## config.mk

```make
export PLATFORM = sky130hd
export DESIGN_NAME = kti_key_mem
export DESIGN_NICKNAME = d
export VERILOG_FILES = /design/src/rtl/keyframe_track_interpolator_defines.svh /design/src/rtl/kti_pkg.sv /design/src/rtl/kti_key_mem.sv
export SDC_FILE = /design/constraint.sdc
export NUM_CORES = 2
export LEC_CHECK = 0
export BUFFER_PORTS_ARGS = -buffer_cell sky130_fd_sc_hd__buf_2
export CORE_MARGIN = 8
export CORE_UTILIZATION = 40
export DETAILED_ROUTE_END_ITERATION = 10
export SLEW_MARGIN = 20
export SYNTH_ARGS = -nofsm -noshare
export SYNTH_HDL_FRONTEND = slang
export SYNTH_SLANG_ARGS = --single-unit
```

## constraint.sdc

```tcl
create_clock -name clock -period 5.4 [get_ports clock]
set_input_delay 0.54 -clock clock [delete_from_list [all_inputs] [get_ports clock]]
set_output_delay 0.54 -clock clock [all_outputs]
set_load 0.005 [all_outputs]
```

## src/rtl/keyframe_track_interpolator_defines.svh

```systemverilog
// Assertion macros used by the interpolator top module.
`ifndef KEYFRAME_TRACK_INTERPOLATOR_DEFINES_SVH
`define KEYFRAME_TRACK_INTERPOLATOR_DEFINES_SVH

// Implication checked at every clock edge outside reset.
`define KTI_ASSERT_IMPLY(label, clk, rst, ante, cons, msg) \
   label: assert property (@(posedge clk) disable iff (rst) (ante) |-> (cons)) \
      else $error(msg);

// Implication whose consequent is checked in the next cycle.
`define KTI_ASSERT_NEXT(label, clk, rst, ante, cons, msg) \
   label: assert property (@(posedge clk) disable iff (rst) (ante) |=> (cons)) \
      else $error(msg);

`endif

```

## src/rtl/kti_pkg.sv

```systemverilog
package kti_pkg;

   localparam int MaxKeysDefault = 64;
   localparam int ValueWidth     = 16;
   localparam int TimeWidth      = 15;
   localparam int CountWidth     = 7;

   typedef enum logic [1:0] {
      OP_LOAD_POS = 2'd0,
      OP_LOAD_ROT = 2'd1,
      OP_EVAL     = 2'd2,
      OP_NONE     = 2'd3
   } opcode_type;

   typedef enum logic {
      CSR_POS_COUNT = 1'b0,
      CSR_ROT_COUNT = 1'b1
   } csr_index_type;

   typedef enum logic [3:0] {
      ST_IDLE,
      ST_SCAN_ISSUE,
      ST_SCAN_CHECK,
      ST_PREV_ISSUE,
      ST_PREV_WAIT,
      ST_DIV_START,
      ST_DIV_RUN,
      ST_TRACK_DONE,
      ST_OUTPUT
   } state_type;

   typedef struct packed {
      logic [1:0]         opcode;
      logic [5:0]         key_index;
      logic [14:0]        key_time;
      logic signed [15:0] value_x;
      logic signed [15:0] value_y;
      logic signed [15:0] value_z;
      logic [14:0]        frame;
   } req_type;

   typedef struct packed {
      logic signed [15:0] pos_x;
      logic signed [15:0] pos_y;
      logic signed [15:0] pos_z;
      logic signed [15:0] rot_x;
      logic signed [15:0] rot_y;
      logic signed [15:0] rot_z;
   } rsp_type;

   typedef struct packed {
      logic [14:0]        time_val;
      logic signed [15:0] vx;
      logic signed [15:0] vy;
      logic signed [15:0] vz;
   } key_type;

   // Request to the divider and its handshake.
   typedef struct packed {
      logic               start;
      logic signed [47:0] dividend;
      logic [15:0]        divisor;
   } div_req_type;

   typedef struct packed {
      logic               done;
      logic signed [47:0] quotient;
   } div_rsp_type;

endpackage

```

## src/rtl/kti_key_mem.sv

```systemverilog
module kti_key_mem
   import kti_pkg::*;
#(
   parameter int MAX_KEYS = MaxKeysDefault
) (
   input  logic                        clock,
   input  logic                        wr_en,
   input  logic [$clog2(MAX_KEYS)-1:0] wr_addr,
   input  key_type                     wr_data,
   input  logic [$clog2(MAX_KEYS)-1:0] rd_addr,
   output key_type                     rd_data
);

   key_type mem [MAX_KEYS];
   key_type rd_data_ff;

   always_ff @(posedge clock) begin
      if (wr_en) begin
         mem[wr_addr] <= wr_data;
      end
      rd_data_ff <= mem[rd_addr];
   end

   assign rd_data = rd_data_ff;

endmodule

```

Word level (Yosys, flattened, before mapping)
Memory sizes are Yosys's and may differ from the RTL's. A register that Yosys moved wholly into a read port is not among the register bits.
Index checks and enable logic that the tools add are counted.
Word-level totals
  logic and storage cells: 3
  memories kept: 1
  bits in writable memories: 4032
  bits in registers: 0
  output and inout port bits: 63
  input bits: 77
Memories
  mem: words 64, bits a word 63, rd ports 1, clocked after Yosys merged registers in 1, wr ports 1, line kti_key_mem.sv:14  | key_type mem [MAX_KEYS];
Operators by class
  muxes and demuxes: 2
Operators with widths (count)
  $mux 1: 2

Depth between registers and ports, before layout
  word-level depth: 2
  mapped depth: 10

Worst setup path after synthesis
Ideal clock, no wire load.
  path kind: input -> register
  from: in wr_addr[3]
  to: mem mem[48][0] (netlist name), enable pin
  path slack: -0.480 ns
  cell stages on the path: 4
  setup time: 0.561 ns
  arrival: 5.318 ns
  buffers on the path: 1
  path through: clkbuf_1 nor2b_1 nand4b_1 nor3_1
RTL lines
  start: declaration: line kti_key_mem.sv:8  | input logic [$clog2(MAX_KEYS)-1:0] wr_addr,
  end: declaration: line kti_key_mem.sv:14
No word-level cell before the write port.

==> results by group <==
Global routing
  – Global-route wire length before repair: 612000 um
  – Global-route usage over all layers: 21.3%
  – Total congestion overflow: 0
  – Maximum number of pins on one net before global-route repair: 130
  – Initial antenna violation count: 45
  – Vias in the first global route: 75.1k

Timing
  – Fin. max-slew vios: 0
  – Worst Slack Setup Final: 2.45 ns
  – Final setup fails: 0
  – Layout Skew: 0.0374 ns
  – Tcrit/Tclk final: 54.7%
  – Setup TNS: 0 ns
  – Final count of hold timing violations: 0
  – Slew Limit Headroom: 18.1%
  – Unrepaired setup endpoints after global routing: false
  – Tmin final: 2.96 ns
  – Slew @ Worst Pin: 1.23 ns
  – Fmax achieved: 0.338 GHz

Floorplanning
  – Ports: 140
  – Core Region: 382000 um2
  – Die Span X: 635 um
  – Starting Density: 40.1%
  – Die height: 635 um
  – Std cell rows: 227
  – Die ar.: 403000 um2

Yosys
  – Post-synth EDFFs: 4032
  – Avg Cell Area, Syn: 23.4 um2
  – Warning count from the yosys run: 0
  – Post-Synthesis Cells: 6555
  – Synth Flop Type: edfxtp_1
  – Netlist Area Pre-Place: 153000 um2
  – FF+latch count, synth: 4095
  – Synth Net Count: 6632
  – Post-synthesis sequential area ratio: 79.8%
  – Synth async-reset ratio: 0%
  – Yosys cell types: 34

Min path
  – Hold crit path type: input pin to flop
  – Worst Hold Path Cells: 1

Cells and area
  – Most frequent cells in the layout: edfxtp_1, mux4_2, clkbuf_16, o22ai_1, buf_4
  – Layout Cell Area excl Fill: 175000 um2
  – Commonest non-fill, non-tap cell in the layout: edfxtp_1
  – Area Growth Syn to Fin: 14.2%
  – Nets: 7027
  – Share of cells above drive strength 1: 27.4%

Clock tree
  – Post-CTS setup buffers: 0
  – CTS max path bufs: 4
  – CTS HTree Levels: 5
  – CTS tree: yes
  – Clk Latency, worst-skew pair: 0.95 ns
  – Worst-path clk slew: 0.06 ns
  – CTS sink cnt: 4095
  – Num CTS Buffers: 405
  – Post-cts resize count: 0
  – CTS root buf: clkbuf_16

Route
  – Total Routed Length: 444000 um
  – Vias: 76.0k
  – Average routed wire per standard cell: 35.9 um
  – DR pass1 iterations: 7
  – DRT iter0 DRCs: 10.9k
  – Drt drc: 0
  – Vias/cell: 6.15
  – Routed Antenna Nets: 0

Place
  – IO Port Bufs: 139
  – Worst slack, placed: 1.56 ns
  – Post-detail-place hpwl: 239000 um
  – Gpl congestion: 0.794
  – Area after DPL: 162000 um2

Outcome
  – Outcome: finished, final reports clean

Job
  – Max-Cap Viols: 0

Pwr
  – Tot Pwr: 66.1 mW
  – Lkg Pwr: 53.7 nW
  – PwrDens: 378 nW/um2
  – Worst VDD drop: 0.264 mV

Worst setup path
  – Startpoint Class: input pin
  – Critical Path Fanout Max: 38
  – Critical Path End Type: flop
  – Setup CP Type: input pin to flop
  – Worst path required time: 6.30 ns
  – Depth of the most critical reg-to-reg path: 5
  – Arr. time, crit path: 3.86 ns
==> layout make-up <==
class	count	area (um2)
fill	31100	207000
sequential	4095	122000
multi-input combinational	2079	29700
clock buffer	554	11100
tap	5038	6300
timing repair buffer	369	3650
clock inverter	198	1890
antenna	24	60.1
==> layer usage <==
layer	track usage (%)	vias to the layer above	routed length, um
met5	0	-	62
met4	6.56	10	13800
met3	3.83	718	44200
met2	33.8	4296	209000
met1	30.2	41700	176000
li1	-	29200	-
==> synth_stat cells, types with 6 or more instances <==
master,instances,area (um2)
mux2i_1,104,1040
nand2b_1,12,75.1
o22ai_1,299,1870
edfxtp_1,4032,121000
buf_2,115,576
o211a_1,10,100
a21oi_1,14,70.1
o21ai_0,10,50.1
nand3_1,27,135
mux4_2,963,21700
nand2_1,23,86.3
nor4_1,53,332
buf_1,35,131
o22a_1,53,464
o221ai_1,63,552
nor2b_1,87,544
clkbuf_1,164,616
a22oi_1,50,375
buf_4,51,383
a211oi_1,103,773
nor2_1,125,469
buf_6,16,180
a31oi_1,10,62.6
nor3_1,55,275
or2_2,6,37.5
dfxtp_1,63,1260
==> sequential cells by signal (all words and copies together) (netlist names) <==
signal,cells
rd_data,63
mem,4032
==> final timing paths <==
| check | from | to | slack [ns] |
|---|---|---|---|
| hold / removal | wr_data[14] | mem[3][14] | 0.03 |
| setup / recovery | rd_addr[3] | rd_data[39] | 2.45 |
| hold reg to reg | mem[5][59] | rd_data[59] | 0.77 |
| setup reg to reg | mem[51][34] | rd_data[34] | 2.89 |
==> power breakdown <==
group / switching [mW] / internal [mW] / leakage [nW]
Sequential: 0.202 / 35.2 / 36.8
Clock: 12.0 / 15.8 / 6.35
Combinational: 1.91 / 1.08 / 10.6
Total: 14.1 / 52.0 / 53.7
==> cells by family (layout without fill, tap and decap cells) <==
group           Yosys count  in the layout  share of synthesized area [%]
simple gates            400            400                           1.33
compound gates          612            612                           2.82
mux                    1067           1067                           14.8
flops                  4095           4095                           79.8
other cells               0             24                              0
buf+inv                 381           1121                           1.23
==> critical path: stages <==
cell and delay, ns:
buf_4 0.30, and2_1 0.27, buf_4 0.24, nand2_4 0.80
buf_4 0.53, o22ai_1 0.14, nor4_1 0.69, o22a_1 0.23
==> repair_timing <==
item,in CTS,in global routing
hold buffers,0,2
endpoints found under the setup margin,0,0
endpoints found under the hold margin,0,24
==> stage by stage <==
| stage | hold slack [ns] | util [%] | cells |
|---|---|---|---|
| floorplan | 0.639 | - | 6555 |
| global placement | 0.734 | 42.3 | 11600 |
| detailed placement | 0.742 | 42.3 | 11600 |
| CTS | 0.153 | 45.8 | 12300 |
| global route | 0.00382 | 45.8 | 12300 |
| finish | 0.0312 | 45.8 | 12400 |
(Power assumes the default switching activity.)
