**config.mk**
```make
export PLATFORM = sky130hd
export DESIGN_NAME = kti_divider
export DESIGN_NICKNAME = d
export VERILOG_FILES = /design/src/rtl/keyframe_track_interpolator_defines.svh /design/src/rtl/kti_pkg.sv /design/src/rtl/kti_divider.sv
export SDC_FILE = /design/constraint.sdc
export NUM_CORES = 1
export LEC_CHECK = 0
export ABC_AREA = 1
export ABC_CLOCK_PERIOD_IN_PS = 2990
export BUFFER_PORTS_ARGS = -buffer_cell sky130_fd_sc_hd__clkbuf_2
export CAP_MARGIN = 25
export CORE_MARGIN = 2
export CORE_UTILIZATION = 23
export CTS_CLUSTER_SIZE = 24
export DETAILED_ROUTE_END_ITERATION = 10
export GPL_ROUTABILITY_DRIVEN = 1
export HOLD_SLACK_MARGIN = 0.02
export PLACE_DENSITY_LB_ADDON = 0.2
export SYNTH_ARGS = -nofsm -noshare
export SYNTH_HDL_FRONTEND = slang
export SYNTH_SLANG_ARGS = --single-unit
```
**constraint.sdc**
```tcl
create_clock -name clock -period 2.99 [get_ports clock]
set_input_delay 0.7475 -clock clock [delete_from_list [all_inputs] [get_ports clock]]
set_output_delay 0.7475 -clock clock [all_outputs]
set_load 0.02 [all_outputs]
```
**src/rtl/keyframe_track_interpolator_defines.svh**
```systemverilog
// Assertion macros used by the interpolator top module.
`ifndef KEYFRAME_TRACK_INTERPOLATOR_DEFINES_SVH
`define KEYFRAME_TRACK_INTERPOLATOR_DEFINES_SVH

// Implication checked at every clock edge outside reset.
`define KTI_ASSERT_IMPLY(label, clk, rst, ante, cons, msg) \
   label: assert property (@(posedge clk) disable iff (rst) (ante) |-> (cons)) \
      else $error(msg);

// Implication whose consequent is checked in the next cycle.
`define KTI_ASSERT_NEXT(label, clk, rst, ante, cons, msg) \
   label: assert property (@(posedge clk) disable iff (rst) (ante) |=> (cons)) \
      else $error(msg);

`endif

```
**src/rtl/kti_pkg.sv**
```systemverilog
package kti_pkg;

   localparam int MaxKeysDefault = 64;
   localparam int ValueWidth     = 16;
   localparam int TimeWidth      = 15;
   localparam int CountWidth     = 7;

   typedef enum logic [1:0] {
      OP_LOAD_POS = 2'd0,
      OP_LOAD_ROT = 2'd1,
      OP_EVAL     = 2'd2,
      OP_NONE     = 2'd3
   } opcode_type;

   typedef enum logic {
      CSR_POS_COUNT = 1'b0,
      CSR_ROT_COUNT = 1'b1
   } csr_index_type;

   typedef enum logic [3:0] {
      ST_IDLE,
      ST_SCAN_ISSUE,
      ST_SCAN_CHECK,
      ST_PREV_ISSUE,
      ST_PREV_WAIT,
      ST_DIV_START,
      ST_DIV_RUN,
      ST_TRACK_DONE,
      ST_OUTPUT
   } state_type;

   typedef struct packed {
      logic [1:0]         opcode;
      logic [5:0]         key_index;
      logic [14:0]        key_time;
      logic signed [15:0] value_x;
      logic signed [15:0] value_y;
      logic signed [15:0] value_z;
      logic [14:0]        frame;
   } req_type;

   typedef struct packed {
      logic signed [15:0] pos_x;
      logic signed [15:0] pos_y;
      logic signed [15:0] pos_z;
      logic signed [15:0] rot_x;
      logic signed [15:0] rot_y;
      logic signed [15:0] rot_z;
   } rsp_type;

   typedef struct packed {
      logic [14:0]        time_val;
      logic signed [15:0] vx;
      logic signed [15:0] vy;
      logic signed [15:0] vz;
   } key_type;

   // Request to the divider and its handshake.
   typedef struct packed {
      logic               start;
      logic signed [47:0] dividend;
      logic [15:0]        divisor;
   } div_req_type;

   typedef struct packed {
      logic               done;
      logic signed [47:0] quotient;
   } div_rsp_type;

endpackage

```
**src/rtl/kti_divider.sv**
```systemverilog
module kti_divider
   import kti_pkg::*;
(
   input  logic        clock,
   input  logic        reset,
   input  div_req_type div_req,
   output div_rsp_type div_rsp
);

   // Signed 48-bit by unsigned 16-bit restoring divide, one quotient bit a cycle,
   // truncating toward zero.
   logic [47:0] quo_ff, quo_in;
   logic [16:0] rem_ff, rem_in;
   logic [15:0] den_ff, den_in;
   logic        neg_ff, neg_in;
   logic [5:0]  cnt_ff, cnt_in;
   logic        busy_ff, busy_in;
   logic        done_ff, done_in;
   logic [16:0] shifted;
   logic [16:0] diff;

   always_comb begin
      quo_in  = quo_ff;
      rem_in  = rem_ff;
      den_in  = den_ff;
      neg_in  = neg_ff;
      cnt_in  = cnt_ff;
      busy_in = busy_ff;
      done_in = 1'b0;
      shifted = {rem_ff[15:0], quo_ff[47]};
      diff    = shifted - {1'b0, den_ff};
      if (div_req.start) begin
         neg_in  = div_req.dividend[47];
         quo_in  = div_req.dividend[47] ? 48'(-div_req.dividend) : div_req.dividend;
         rem_in  = '0;
         den_in  = div_req.divisor;
         cnt_in  = 6'd0;
         busy_in = 1'b1;
      end else if (busy_ff) begin
         if (!diff[16]) begin
            rem_in = diff;
            quo_in = {quo_ff[46:0], 1'b1};
         end else begin
            rem_in = shifted;
            quo_in = {quo_ff[46:0], 1'b0};
         end
         cnt_in = cnt_ff + 6'd1;
         if (cnt_ff == 6'd47) begin
            busy_in = 1'b0;
            done_in = 1'b1;
         end
      end
   end

   always_ff @(posedge clock) begin
      if (reset) begin
         busy_ff <= 1'b0;
         done_ff <= 1'b0;
         cnt_ff  <= '0;
      end else begin
         busy_ff <= busy_in;
         done_ff <= done_in;
         cnt_ff  <= cnt_in;
      end
      quo_ff <= quo_in;
      rem_ff <= rem_in;
      den_ff <= den_in;
      neg_ff <= neg_in;
   end

   assign div_rsp.done     = done_ff;
   assign div_rsp.quotient = neg_ff ? 48'(-quo_ff) : quo_ff;

endmodule

```
## Word-level counts from Yosys, hierarchy flattened

Index checks and enable logic that the tools add are counted.
W data, S select, Z words.

- Muxes and demuxes: 10
- Reductions and logical operators: 3
- Bitwise logic cells: 1
- Equal/unequal tests: 1
- Add/sub/neg operators: 4

Operators by type and width:

| kind | count |
|---|---|
| $mux W48 | 4 |
| $neg A48 Y48 | 2 |
| $sub A17 B16 Y17 | 1 |
| $mux W16 | 1 |
| $add A6 B1 Y6 const B | 1 |
| $eq A6 B6 Y1 const B | 1 |
| $mux W1 | 5 |
| $reduce_or A3 Y1 | 1 |
| $reduce_bool A2 Y1 | 1 |
| $reduce_or A2 Y1 | 1 |
| $not A1 Y1 | 1 |

- Output and inout bits: 49
- Input bits: 67
- Register bits after elaboration: 89
- Word-level logic and storage cells: 26

## Logic depth before layout (Yosys ltp)

- Depth in word-level cells: 4
- Depth in mapped cells: 16

## Worst setup path before layout

OpenSTA, ideal clock, no wires.

- Kind: input to register
- From: in div_req[64] (netlist bit)
- To: reg quo_ff[0] (enable)
- Library setup time: 0.402 ns
- Arrival: 2.343 ns
- Path slack: 0.245 ns
- Cell stages on the path: 4
- Path buffers: 2
- Cell sequence: clkbuf_1 -> nor2_1 -> clkbuf_1 -> inv_1

- Word-level cells in the longest chain between the ends: 1

RTL lines:

| element | line | source |
|---|---|---|
| from (decl) | kti_divider.sv:6 | `input div_req_type div_req,` |
| $reduce_bool A2 Y1 (no line) | -- |  |
| to (signal assigned) | kti_divider.sv:65 | `quo_ff <= quo_in;` |
| to (decl) | kti_divider.sv:12 | `logic [47:0] quo_ff, quo_in;` |

Every way passes these cells.
A chain may end at the register's enable or synchronous reset.

==> run summary <==
The most common cell after layout, fill and taps aside is sky130_fd_sc_hd__nand2_1. The maximum level of the CTS H-tree is 3, and the final critical delay including setup and external delays is 2940 ps. The startpoint of the most critical setup path is quo_ff[0]. STA classifies the critical path startpoint as a register.

The synthesized netlist devotes 3.325% of its cell area to adder and majority cells. The class of the most critical setup path is register to output pin. The routed design has 26.27 mm of wire. The run gives 19.94% as the global routing met1 resource utilization. The tightest min-delay check is of the register to register type. The floorplan step defined a core boundary enclosing 33360 um^2. Clock tree synthesis inserted a total of 9 buffers. The number of nets in the synthesized netlist is 1288.

The number of cell rows is 67. The detail route stage leaves a number of antenna-violating nets equal to 0. Number of iterations in the first detailed-routing pass: 5. The area share of and/or/nand/nor cells after synthesis is 40.26%. The synthesized instance count was 1201; the worst supply voltage drop on vdd was 0.0002138 V.

The number of buffers inserted by port buffering is 115. Measured along the y axis, the die boundary spans 187.6 um. The tools report the leakage power summed over all cells as 4.680 nW.

After Yosys synthesis, XOR and XNOR cells account for 7.797% of the synthesized area. After global routing the overflow that remains totals 0. Entering global routing, the biggest net connects 52 pins.

For the worst setup skew after layout, the log shows 10.60 ps. The floorplan step defined a die boundary enclosing 35180 um^2. Initial antenna violation count: 0. The count of flip-flops with a built-in enable after synthesis came out at 65. The clock transition at the register clock pins on the worst setup and hold paths after CTS is 70 ps. The run gives 2432 um^2 as the flip-flop and latch area. Yosys printed 0 warnings. Along the worst path, the maximum fanout reaches 4. 116 I/O pins were placed. The post-route netlist has 21.70% of its cells at a drive strength greater than 1.

The routed length per instance is 14.61 um, and the proportion of register bits with asynchronous set or reset after synthesis is 0%. Among all stages on the critical path, the largest delay is contributed by sky130_fd_sc_hd__edfxtp_1. Global routing used 15.06% of the available tracks across all layers.

The tools report the buffer depth of the longest clock path as 2. The count of unresolved DRC violations after routing is 0, and the final net count is 1432. TritonCTS built the clock tree. The number of hold-slack violations in the final timing report came out at 0.

met2 is the most crowded layer. Summing the areas of all compound-gate instances in the mapped netlist gives 6.376% of the synthesized area. The startpoint identified for the worst hold timing path is rem_ff[7]. Among the stages of the critical path, the cell type that occurs most often is sky130_fd_sc_hd__nand3_4. Setup violations remaining at the end of the flow were counted as 0. Cell area power density: 415.6 nW/um^2. The number of fill cells in the layout is 3808, and the number of global-route vias before repair is 7820.

For the number of violations of the max-capacitance limit, the log shows 0. Worst-skew pair later-pin latency: 350 ps. Setup repair after global routing could not meet its margin everywhere.

The worst register-to-register path begins at den_ff[0]. Cell chosen for the clock root: sky130_fd_sc_hd__clkbuf_16. The signal on the critical path passes through inv_2 -> ha_4 -> nand3_4 -> nor2_4 -> nand3_2 -> o21ai_2 -> buf_6 -> nand3_4 -> xor2_4 -> buf_8. The detailed placer's ending HPWL was 20.80 mm. For the count of inserted antenna diode cells, the log shows 0. Effective utilization at floorplan: 23.23%. For this block, the initial DRC count from the detailed router was 510.

The max-slew headroom at the worst pin is 57.46%, and the top achievable clock speed is 340.2 MHz. At the pin with the least slew margin, the transition time is 638.0 ps. Of the synthesized area, sequential elements account for 31.38%.

The first global-routing pass estimated 42.03 mm of wire. The data arrival time of the critical path is 2190 ps, and the CTS sink count is 89. After routing, the total negative slack on setup checks comes to 0 ps.

The tools report the count of pins over their slew limit as 0. Each instance of the synthesized netlist takes up on average 6.454 um^2. The most used flip-flop cell after synthesis is sky130_fd_sc_hd__edfxtp_1. STA classifies the critical path endpoint as an output pin. In this run, synthesis produced a sequential element count of 89. Dividing the final minimum period by the clock period gives 98.32%. For the required time at the worst-slack endpoint, the log shows 2240 ps. Summing all multi-input logic gate instances after layout gives 4866 um^2. The cell area that synthesis handed to floorplanning was 7751 um^2. The met2 usage in global routing is 25.78%. The routing usage on met3 is 2.059%.

After synthesis, the largest family of logic cells by area is simple AND/OR/NAND/NOR gates. The run finished with clean final reports. Of the post-synthesis cell area, the part taken by muxes is 0%.

The largest single stage delay on the critical path is 420 ps. The area growth from synthesis to final layout was 27.84%. Dividing the detail-routed via count by the number of cells gives 4.400. The design draws 0.004118 W. The detailed router placed 7912 vias in this run.

The tools report the routability-driven placement congestion ratio as 0.8922. Unique cell type count in the Yosys netlist: 43. In the layout the commonest cells are sky130_fd_sc_hd__nand2_1, sky130_fd_sc_hd__inv_1, sky130_fd_sc_hd__nor2_1. From left edge to right edge, the die measures 187.6 um.
[critical path: cells and delay by family, from the launching register on]
family          cells  cell delay [ps]
flops               1              420
fa+ha+maj           1              170
compound gates      1              140
buf+inv             3              410
simple gates        4              460
xor+xnor            1              230
[registers in the layout, indices dropped and copies added (netlist names)]
name and flops:
busy_ff 1, cnt_ff 6, den_ff 16, done_ff 1, neg_ff 1, quo_ff 48
rem_ff 16
[routing by layer]
| layer | part of all wire, % | wire length, um |
|---|---|---|
| met5 | 0 | 0 |
| met1 | 47 | 12410 |
| met4 | 2.1 | 551 |
| met3 | 3.7 | 960 |
| met2 | 47 | 12350 |
[report_power, final]
part	switching, W	leakage [nW]	internal, W
logic	0.000835	3.67	0.000460
clock network	0.000519	0.158	0.000761
registers	0.0000938	0.852	0.00145
total	0.00145	4.68	0.00267
[layout make-up]
type,instances,share of cell area [%]
clock buffer,12,2.487
clock inverter,4,0.7576
inverter,186,7.045
timing repair buffer,162,10.40
tap,448,5.657
multi-input combinational,897,49.10
sequential,89,24.55
[cell families after synthesis]
logic type,count (synthesis)
simple gates,716
buf+inv,215
fa+ha+maj,20
compound gates,92
flops,89
xor+xnor,69
[per-stage QoR]
stage	instance area, um^2	cells	util, %	setup WS (ps)	hold slack [ps]
2_1_floorplan	7751	1201	-	244.9	448.8
3_3_place_gp	8914	1756	26.72	208.2	464.3
3_5_place_dp	8914	1756	26.72	147.7	464.6
4_1_cts	9445	1779	28.31	-3.553	477.2
5_1_grt	9910	1798	29.70	-77.69	490.7
6_report	9910	1798	29.70	50.25	472.8
[synthesized netlist by cell type (2+ instances only)]
library cell	count	share of area (%)
sky130_fd_sc_hd__nand2_4	8	1.2
sky130_fd_sc_hd__nor2_1	126	6.1
sky130_fd_sc_hd__edfxtp_1	65	25
sky130_fd_sc_hd__o21ai_1	21	1.4
sky130_fd_sc_hd__inv_2	5	0.24
sky130_fd_sc_hd__xnor2_1	12	1.4
sky130_fd_sc_hd__a21oi_1	15	0.97
sky130_fd_sc_hd__o21ai_0	46	3.0
sky130_fd_sc_hd__or2_2	2	0.16
sky130_fd_sc_hd__nand4_1	36	2.9
sky130_fd_sc_hd__nand3b_1	4	0.39
sky130_fd_sc_hd__a31oi_1	3	0.24
sky130_fd_sc_hd__nand3_1	110	7.1
sky130_fd_sc_hd__buf_4	2	0.19
sky130_fd_sc_hd__nor3_1	21	1.4
sky130_fd_sc_hd__clkbuf_1	20	0.97
sky130_fd_sc_hd__nand3_2	7	0.90
sky130_fd_sc_hd__inv_1	180	8.7
sky130_fd_sc_hd__xor2_1	57	6.4
sky130_fd_sc_hd__ha_1	19	3.1
sky130_fd_sc_hd__nor2_2	3	0.24
sky130_fd_sc_hd__buf_2	3	0.19
sky130_fd_sc_hd__nand2_2	10	0.81
sky130_fd_sc_hd__buf_1	2	0.097
sky130_fd_sc_hd__dfxtp_1	24	6.2
sky130_fd_sc_hd__nand2_1	383	19
[what timing repair did]
| item | CTS | global route |
|---|---|---|
| gates resized for setup | 40 | 112 |
| setup endpoints to repair | 23 | 33 |
| setup buffers | 7 | 19 |
| gates cloned | 0 | 0 |
| hold buffers | 0 | 0 |
| pin swaps | 10 | 35 |
[worst paths after layout]
kind / end / slack (ps) / depth (start not counted)
setup reg to reg: quo_ff[0] / 530 / 12
setup / recovery: div_rsp[24] / 50 / 10
hold reg to reg: rem_ff[7] / 470 / 2
hold / removal: rem_ff[7] / 470 / 2
Power figures use the tool's default switching activity.
